`config.mk`:
```
export PLATFORM = sky130hd
export DESIGN_NAME = swmc_cell
export DESIGN_NICKNAME = d
export VERILOG_FILES = /design/src/rtl/core/swmc_pkg.sv /design/src/rtl/core/swmc_cell.sv
export SDC_FILE = /design/constraint.sdc
export NUM_CORES = 1
export LEC_CHECK = 0
export BUFFER_PORTS_ARGS = -buffer_cell sky130_fd_sc_hd__clkbuf_2
export CAP_MARGIN = 20
export CORE_MARGIN = 1.5
export CORE_UTILIZATION = 48
export CTS_BUF_LIST = sky130_fd_sc_hd__clkbuf_8
export DETAILED_ROUTE_END_ITERATION = 12
export PLACE_DENSITY = 0.87
export REMOVE_ABC_BUFFERS = 1
export SLEW_MARGIN = 25
export SYNTH_ARGS = -nofsm -noshare
export SYNTH_HDL_FRONTEND = slang
export SYNTH_SLANG_ARGS = --single-unit
export TNS_END_PERCENT = 5
```
`constraint.sdc`:
```
create_clock -name clk -period 9.7 [get_ports clk]
set_clock_uncertainty 0.05 [all_clocks]
set_input_delay 2.425 -clock clk [delete_from_list [all_inputs] [get_ports clk]]
set_output_delay 2.425 -clock clk [all_outputs]
set_load 0.02 [all_outputs]
```
`src/rtl/core/swmc_pkg.sv`:
```
// ----------------------------------------------------------------------------
// swmc_pkg: shared definitions for the sliding window median cost block
// Defaults, fixed field widths and the sorted cell operation code.
// ----------------------------------------------------------------------------
`default_nettype none

package swmc_pkg;

	localparam int MAX_WINDOW_DEF  = 256;
	localparam int SAMPLE_BITS_DEF = 32;
	localparam int SAMPLE_PORT_W   = 32;
	localparam int CFG_W           = 9;
	localparam int COST_BITS       = 40;

	typedef enum logic [1:0] {
		CELL_HOLD   = 2'd0,
		CELL_REMOVE = 2'd1,
		CELL_INSERT = 2'd2,
		CELL_ROTATE = 2'd3
	} cell_op_t;

endpackage

`default_nettype wire

```
`src/rtl/core/swmc_cell.sv`:
```
// ----------------------------------------------------------------------------
// swmc_cell: one slot of the sorted window
// Holds one sample; removes, inserts or rotates using only its neighbors.
// ----------------------------------------------------------------------------
`default_nettype none

module swmc_cell #(
	parameter int SAMPLE_BITS = swmc_pkg::SAMPLE_BITS_DEF,
	parameter int CNT_W       = 9,
	parameter int INDEX       = 0
) (
	input  wire                      clk,
	input  swmc_pkg::cell_op_t       op,
	input  wire  [CNT_W-1:0]         count,
	input  wire  [SAMPLE_BITS-1:0]   operand,
	input  wire  [SAMPLE_BITS-1:0]   left_value,
	input  wire  [SAMPLE_BITS-1:0]   right_value,
	output logic [SAMPLE_BITS-1:0]   value
);

	localparam logic [CNT_W:0] IDX = (CNT_W+1)'(INDEX);

	logic in_range;
	logic at_or_below;
	logic left_le;

	assign in_range    = IDX < {1'b0, count};
	assign at_or_below = IDX <= {1'b0, count};
	assign left_le     = (INDEX == 0) || (left_value <= operand);

	always_ff @(posedge clk) begin
		case (op)
			swmc_pkg::CELL_REMOVE: begin
				if (in_range && value >= operand) begin
					value <= right_value;
				end
			end
			swmc_pkg::CELL_INSERT: begin
				if (!(in_range && value <= operand) && at_or_below) begin
					value <= left_le ? operand : left_value;
				end
			end
			swmc_pkg::CELL_ROTATE: begin
				value <= right_value;
			end
			default: begin
				value <= value;
			end
		endcase
	end

endmodule

`default_nettype wire

```
## Yosys cells after proc, flatten, opt, wreduce, memory -nomap -nowiden

Cells that the tools add are included.

- Output and inout port bits: 32
- Logic and storage cells: 16
- Bits of input ports: 108
- Register bits after elaboration: 32

- Equality and inequality tests: 5
- Reductions and logical operators: 4
- Magnitude comparators: 3
- Mux-type cells: 3

Operators by type and width:

| operator | number |
|---|---|
| case mux 32 bit (3 select lines) | 1 |
| two-way mux 32 bit | 2 |
| >= comparator 32 bit | 1 |
| <= comparator 32 bit | 1 |
| less-than comparator 1 x 9 -> 1 bit, first input constant | 1 |
| equality test 2 bit, second input constant | 2 |
| != test 2 bit, second input constant | 2 |
| AND reduction 3 bit | 1 |
| nonzero test 3 bit | 1 |
| equality test 2 x 1 -> 1 bit, second input constant | 1 |
| logical AND 1 bit | 2 |

## Depth between registers and ports, before layout

Gate-level depths: netlist of run 1.

- Depth after elaboration: 4
- Mapped depth: 7

## Least setup slack after synthesis of run 1

Ideal clock, no wire load.

- Path kind: input -> register
- Start: input operand[30]
- End: register value[0], enable pin
- Buffers on the path: 0
- Cell stages on the path: 7
- Setup slack: 4141 ps
- Arrival time: 5073 ps
- Cells stage by stage: inv_1 > ha_1 > nand4_2 > or2_4 > nor3_1 > o21ai_1 > o221ai_1

- Word-level cells in the longest chain between the ends: 4
- Elaborated cells on any way between the ends: 7
- Those cells by class: order compare: 2; eq/ne: 2; reduce/logical: 3

Ends and longest elaborated chain:

| what | RTL line | RTL |
|---|---|---|
| start, declared | swmc_cell.sv:15 | `input wire [SAMPLE_BITS-1:0] operand,` |
| <= comparator 32 bit or >= comparator 32 bit (tied branches) | swmc_cell.sv:39, swmc_cell.sv:34 |  |
| logical AND 1 bit, on equally long branches | swmc_cell.sv:39, swmc_cell.sv:34 |  |
| != test 2 bit (no source line) | n/a |  |
| AND reduction 3 bit (no source line) (*) | n/a |  |
| end signal, assigned | swmc_cell.sv:40 | `value <= left_le ? operand : left_value;` |
| end signal, assigned | swmc_cell.sv:44 | `value <= right_value;` |
| end signal, assigned | swmc_cell.sv:47 | `value <= value;` |
| end, declared | swmc_cell.sv:18 | `output logic [SAMPLE_BITS-1:0] value` |

Mark *: on every way between the ends. The rest lies on a longest branch, timed or not.
A chain may end at the register's enable or synchronous reset.

## Final worst setup path of run 1

- Start: input operand[7]
- End: register value[5], enable pin

The elaborated chain is that of the path after synthesis.

==> metrics, run 1 <==
CTS tree built; nets 442; R2R cell count 7; initial antenna violation count 0; fill count roughly 350; Die ar. roughly 5100 um2; CP Capture Type register; hold path endpoint value[15]; worst path arrival time roughly 4.7 ns; post-DP HPWL between 3000 and 4000 um; Final Max Slew Viols 0; drt via density 5.14; max reg flops 32; worst setup path startpoint operand[7]; # IOs 140; antenna-violating nets left 0; Die Y 71.2 um; R2R Setup Slk ~6.8 ns; Synth area leader edfxtp_1; critical path class in -> reg; first-pass iteration count of the detailed router 4; Comb pwr share 0.321; antenna fix cells 0; crit-path max FO 17; hold buffers post-CTS 0; share of flip-flops with an asynchronous set or reset 0; die width slightly above 70 um; startpoint types input pin; post-synthesis sequential element count 32; CTS Root Cell clkbuf_8; CP Buf/Inv Count 3; Peak VDD IR 0.0864 mV; Vias ~1800; clk slew on worst S/H paths 0.07 ns; maxcap violations 0; Final Cycle Share 0.490; post-layout minimum cycle time between 4 and 5 ns; Worst Path Required 9.69 ns; TNS Setup 0 ns; hold_sp value[15]; CTS Buffer Depth 2; Clk pwr share 0.229; PostCTS Resize Cnt 0; FMAX between 200 and 250 MHz; Core Area between 4000 and 5000 um2; Cells after Synth approximately 190; Post-Syn Area per Cell approximately 12 um2; final wirelength 4610 um; Yosys top cell area share 0.430; synth-to-layout area growth 31.7%; unique cell type count in the Yosys netlist 29; FF-to-FF Start value[7]; pin count of the biggest net entering global routing 33; Clock Latency Late Sink approximately 0.27 ns; Post-CTS Setup Bufs 0; Rows 24; internal cell power 0.283 mW; main area contributors after synthesis edfxtp_1 (43%), ha_1 (18%), mux2_2 (15%); initial DRC count 58; outcome complete, no violations; final setup vio count 0; DP Cell Count roughly 350; input/output buffers roughly 110; clock sinks 32; measured slew at the worst slew-check pin 0.928 ns; max incr delay on CP approximately 0.75 ns; ratio of cells with drive above 1 in the final layout 0.488; Biggest register value; Yosys Warn Count 0; PD cells roughly 140 nW/um2; crit path cell chain clkbuf_2 > inv_1 > ha_1 > a21oi_1 > o21a_1 > o211ai_1 > a2111oi_0 > o221ai_4 > buf_16; cell leakage power approximately 1.5 nW; cts bufs inserted 5; GRT Total Usage 0.189; Worst Hold Depth 3; global-route wire length before repair ~7500 um; final hold violation count 0; Initial Util 0.506; drt wl/cell 13.0 um; Layout Cells excl Fill 355; worst r2r dst value[5]; Reg power frac 0.450; Top Family by Delay on Critical Path compound AO/OA/AOI/OAI gates; CP max stage cell a2111oi_0; RSZ-0062 raised after global routing false; Synth Flop Type edfxtp_1; Psw approximately 0.13 mW; grt ovf 0; switching share of power 0.315; H-tree depth 2; Slew HR 0.380; EDFF count, synth 32; Synth Cell Area ~2200 um2; GPL Wtd Cong between 0.8 and 0.9; top flop regs value: 32 flops; vias in the first global route 1777; Remaining DRCs 0; sequential area share after synthesis 0.430; min-delay worst type reg -> reg
[cell type report]
| cell class | instances | area [um2] | area share |
|---|---|---|---|
| Timing Repair Buffer | 108 | 563 | 0.191 |
| Clock inverter | 3 | 11.3 | 0.00383 |
| Tap cell | 52 | 65.1 | 0.0221 |
| Multi-Input combinational cell | 121 | 1140 | 0.389 |
| Inverter | 34 | 128 | 0.0434 |
| Sequential cell | 32 | 961 | 0.327 |
| Clock buffer | 5 | 68.8 | 0.0234 |
[stage by stage]
step	total power [mW]	area [um2]	util	setup slack, ns	hold WS, ns
floorplan	0.269	2210	-	4.14	2.16
global route	0.438	2940	0.666	4.78	1.40
finish	0.413	2940	0.666	4.94	1.27
detailed placement	0.323	2860	0.648	4.61	1.29
global placement	0.314	2830	0.642	4.55	1.65
CTS	0.419	2940	0.666	4.91	1.30
[power by group through the flow]
stage	clock (mW)	combinational [mW]	sequential [mW]
global route	0.103	0.147	0.188
global placement	0	0.126	0.189
finish	0.0947	0.132	0.186
CTS	0.0984	0.134	0.186
floorplan	0	0.0577	0.211
detailed placement	0	0.134	0.189
[cell usage after synthesis, drive strengths merged (2+ instances only)]
cell type  count
ha            32
inv           34
nor3           2
nor4           3
edfxtp        32
nand3          5
a21o           5
nor2           2
buf            3
nor2b          3
nand2          2
nand4          9
o211ai         2
a2111oi        2
a21oi         12
mux2          32
[worst max-delay path by stage]
stage / to / slack [ns] / depth (start not counted)
2_1_floorplan: value[0] / 4.14 / 7
3_3_place_gp: value[27] / 4.55 / 8
3_5_place_dp: value[7] / 4.61 / 9
4_1_cts: value[0] / 4.91 / 9
5_1_grt: value[8] / 4.78 / 9
6_report: value[5] / 4.94 / 9
[tightest hold or removal path: cells and delay by family, from the launching register on]
family	cells	cell delay, ns
adder cells (fa/ha/maj)	1	0.15
AO/OA/AOI/OAI	2	0.63
flip-flops	1	0.36
[cell usage in the layout (no fill, tap or decap), types with 3 or more instances in the layout]
master	count
ha_1	32
nor4_1	3
nand3_1	5
clkbuf_8	5
a21oi_1	12
mux2_2	30
inv_1	36
clkbuf_2	107
nand4_1	8
edfxtp_1	32
a21o_1	5
[cell families (layout without fill, tap and decap cells)]
logic type	after synthesis	after routing	share of synthesized area
fa+ha+maj	32	32	0.179
compound gates	27	27	0.0796
mux	32	32	0.161
simple gates	30	30	0.0807
flops	32	32	0.430
buf+inv	38	150	0.0689
[metal layers]
layer | share of wire | vias up | GRT usage
met5 | 0 | - | 0
met4 | 0.023 | 0 | 0.0860
met3 | 0.052 | 6 | 0.0478
met2 | 0.50 | 62 | 0.316
met1 | 0.42 | 823 | 0.230
li1 | - | 932 | -
(Power assumes the default switching activity.)
==> inputs of run 2 (changes only) <==
--- a/config.mk
+++ b/config.mk
@@ -8,10 +8,10 @@
 export BUFFER_PORTS_ARGS = -buffer_cell sky130_fd_sc_hd__clkbuf_2
 export CAP_MARGIN = 20
 export CORE_MARGIN = 1.5
-export CORE_UTILIZATION = 48
+export CORE_UTILIZATION = 40
 export CTS_BUF_LIST = sky130_fd_sc_hd__clkbuf_8
 export DETAILED_ROUTE_END_ITERATION = 12
-export PLACE_DENSITY = 0.87
+export PLACE_DENSITY = 0.77
 export REMOVE_ABC_BUFFERS = 1
 export SLEW_MARGIN = 25
 export SYNTH_ARGS = -nofsm -noshare
==> constraint.sdc (replaced) <==
create_clock -name clk -period 3.8 [get_ports clk]
set_clock_uncertainty 0.05 [all_clocks]
set_input_delay 0.95 -clock clk [delete_from_list [all_inputs] [get_ports clk]]
set_output_delay 0.95 -clock clk [all_outputs]
set_load 0.02 [all_outputs]
==> metrics, run 2 (synthesis results as in run 1) <==
CTS tree built; RSZ-0062 raised after global routing false; global-route wire length before repair 8040 um; Peak VDD IR around 0.2 mV; clk slew on worst S/H paths around 0.06 ns; Biggest register value; critical path class in -> reg; Die Y 77.7 um; CTS Buffer Depth 2; GRT Total Usage 0.172; clock sinks 32; Clock Latency Late Sink around 0.28 ns; Initial Util 0.411; measured slew at the worst slew-check pin ~0.93 ns; initial DRC count 46; die width ~80 um; ratio of cells with drive above 1 in the final layout 0.490; final hold violation count 0; GPL Wtd Cong about 0.72; commonest non-fill, non-tap cell in the layout clkbuf_2; antenna-violating nets left 0; FF-to-FF Start value[7]; DP Cell Count about 370; antenna fix cells 0; Final Cycle Share 0.865; Slew HR 0.379; Post-CTS Setup Bufs 0; cell leakage power about 1.5 nW; grt ovf 0; min-delay worst type in -> reg; routing usage on met3 0.0541; multi-input logic area about 1100 um2; post-DP HPWL 3960 um; Worst Hold Depth 2; PostCTS Resize Cnt 0; CP Capture Type register; worst r2r dst value[4]; GRT busiest layer met2; final setup vio count 0; post-layout minimum cycle time about 3.3 ns; fill count between 400 and 500; Final Max Slew Viols 0; pin count of the biggest net entering global routing 33; PD cells between 300 and 400 nW/um2; hold_sp right_value[4]; crit-path max FO 12; H-tree depth 2; setup ws final just over 0.5 ns; worst path arrival time about 3.3 ns; Vias between 1500 and 2000; R2R cell count 8; R2R Setup Slk between 0.8 and 0.9 ns; Layout Cells excl Fill between 300 and 400; hold buffers post-CTS 0; top flop regs value: 32 flops; Post-Route Utilization 0.546; Worst Hold Slack about 0.9 ns; most frequent cells in the layout clkbuf_2 (107), inv_1 (36), ha_1 (32), edfxtp_1 (32), mux2_2 (30); maxcap violations 0; drt via density 4.86; Rows 27; nets about 440; cts bufs inserted 5; FMAX approximately 300 MHz; Design Power 1.06 mW; Die ar. just over 6000 um2; outcome complete, no violations; Remaining DRCs 0; FF+latch area 961 um2; input/output buffers between 100 and 150; drt wl/cell around 13 um; synth-to-layout area growth 32.9%; vias in the first global route just under 2000; startpoint types input pin; max reg flops 32; Core Area 5440 um2; met1 Resource Use GR 0.194; # IOs 140; pre-CTS WS between 0.1 and 0.15 ns; final wirelength about 4800 um; Global Route met2 Usage 0.305; first-pass iteration count of the detailed router 4; CTS Root Cell clkbuf_8; initial antenna violation count 0; hold path endpoint value[4]; Worst Path Required ~3.8 ns
-- run 2: cell count changes in the layout (fill, tap and decap cells not counted) --
| cell | before | now |
|---|---|---|
| buf_16 | 1 | 0 |
| buf_8 | 0 | 2 |
-- run 2: per-layer routing --
layer | wire length, um | part of all wire
met1 | 2050 | 0.43
met2 | 2400 | 0.50
met3 | 277 | 0.058
met4 | 61 | 0.013
met5 | 0 | 0
-- run 2: worst max-delay path: stages --
cell and delay [ns]:
clkbuf_2 0.08, inv_1 0.03, ha_1 0.30, a21oi_1 0.17
o21a_1 0.14, o211ai_1 0.11, a2111oi_0 0.74, o221ai_4 0.35
buf_8 0.25, buf_8 0.15
-- run 2: worst max path at each step --
stage,startpoint,slack (ns),to,cells past startpoint
global route,operand[7],0.31,value[9],10
floorplan,operand[30],-0.28,value[0],7
finish,operand[7],0.51,value[4],10
detailed placement,operand[7],0.13,value[7],10
global placement,operand[7],0.06,value[11],8
CTS,operand[7],0.44,value[7],10
-- run 2: metrics by stage --
step | area, um2 | setup TNS (ns)
2_1_floorplan | 2210 | -9.09
3_3_place_gp | 2860 | 0
3_5_place_dp | 2890 | 0
4_1_cts | 2970 | 0
5_1_grt | 2970 | 0
6_report | 2970 | 0
-- run 2: layout make-up --
type | count | area share
clock buffer | 5 | 0.0232
clock inverter | 3 | 0.00379
inverter | 34 | 0.0430
sequential | 32 | 0.324
timing repair buffer | 109 | 0.191
tap | 72 | 0.0304
multi-input combinational | 121 | 0.385
-- run 2: report_power, final --
part | internal, mW | switching [mW]
registers | 0.450 | 0.0241
clock network | 0.122 | 0.121
logic | 0.149 | 0.190
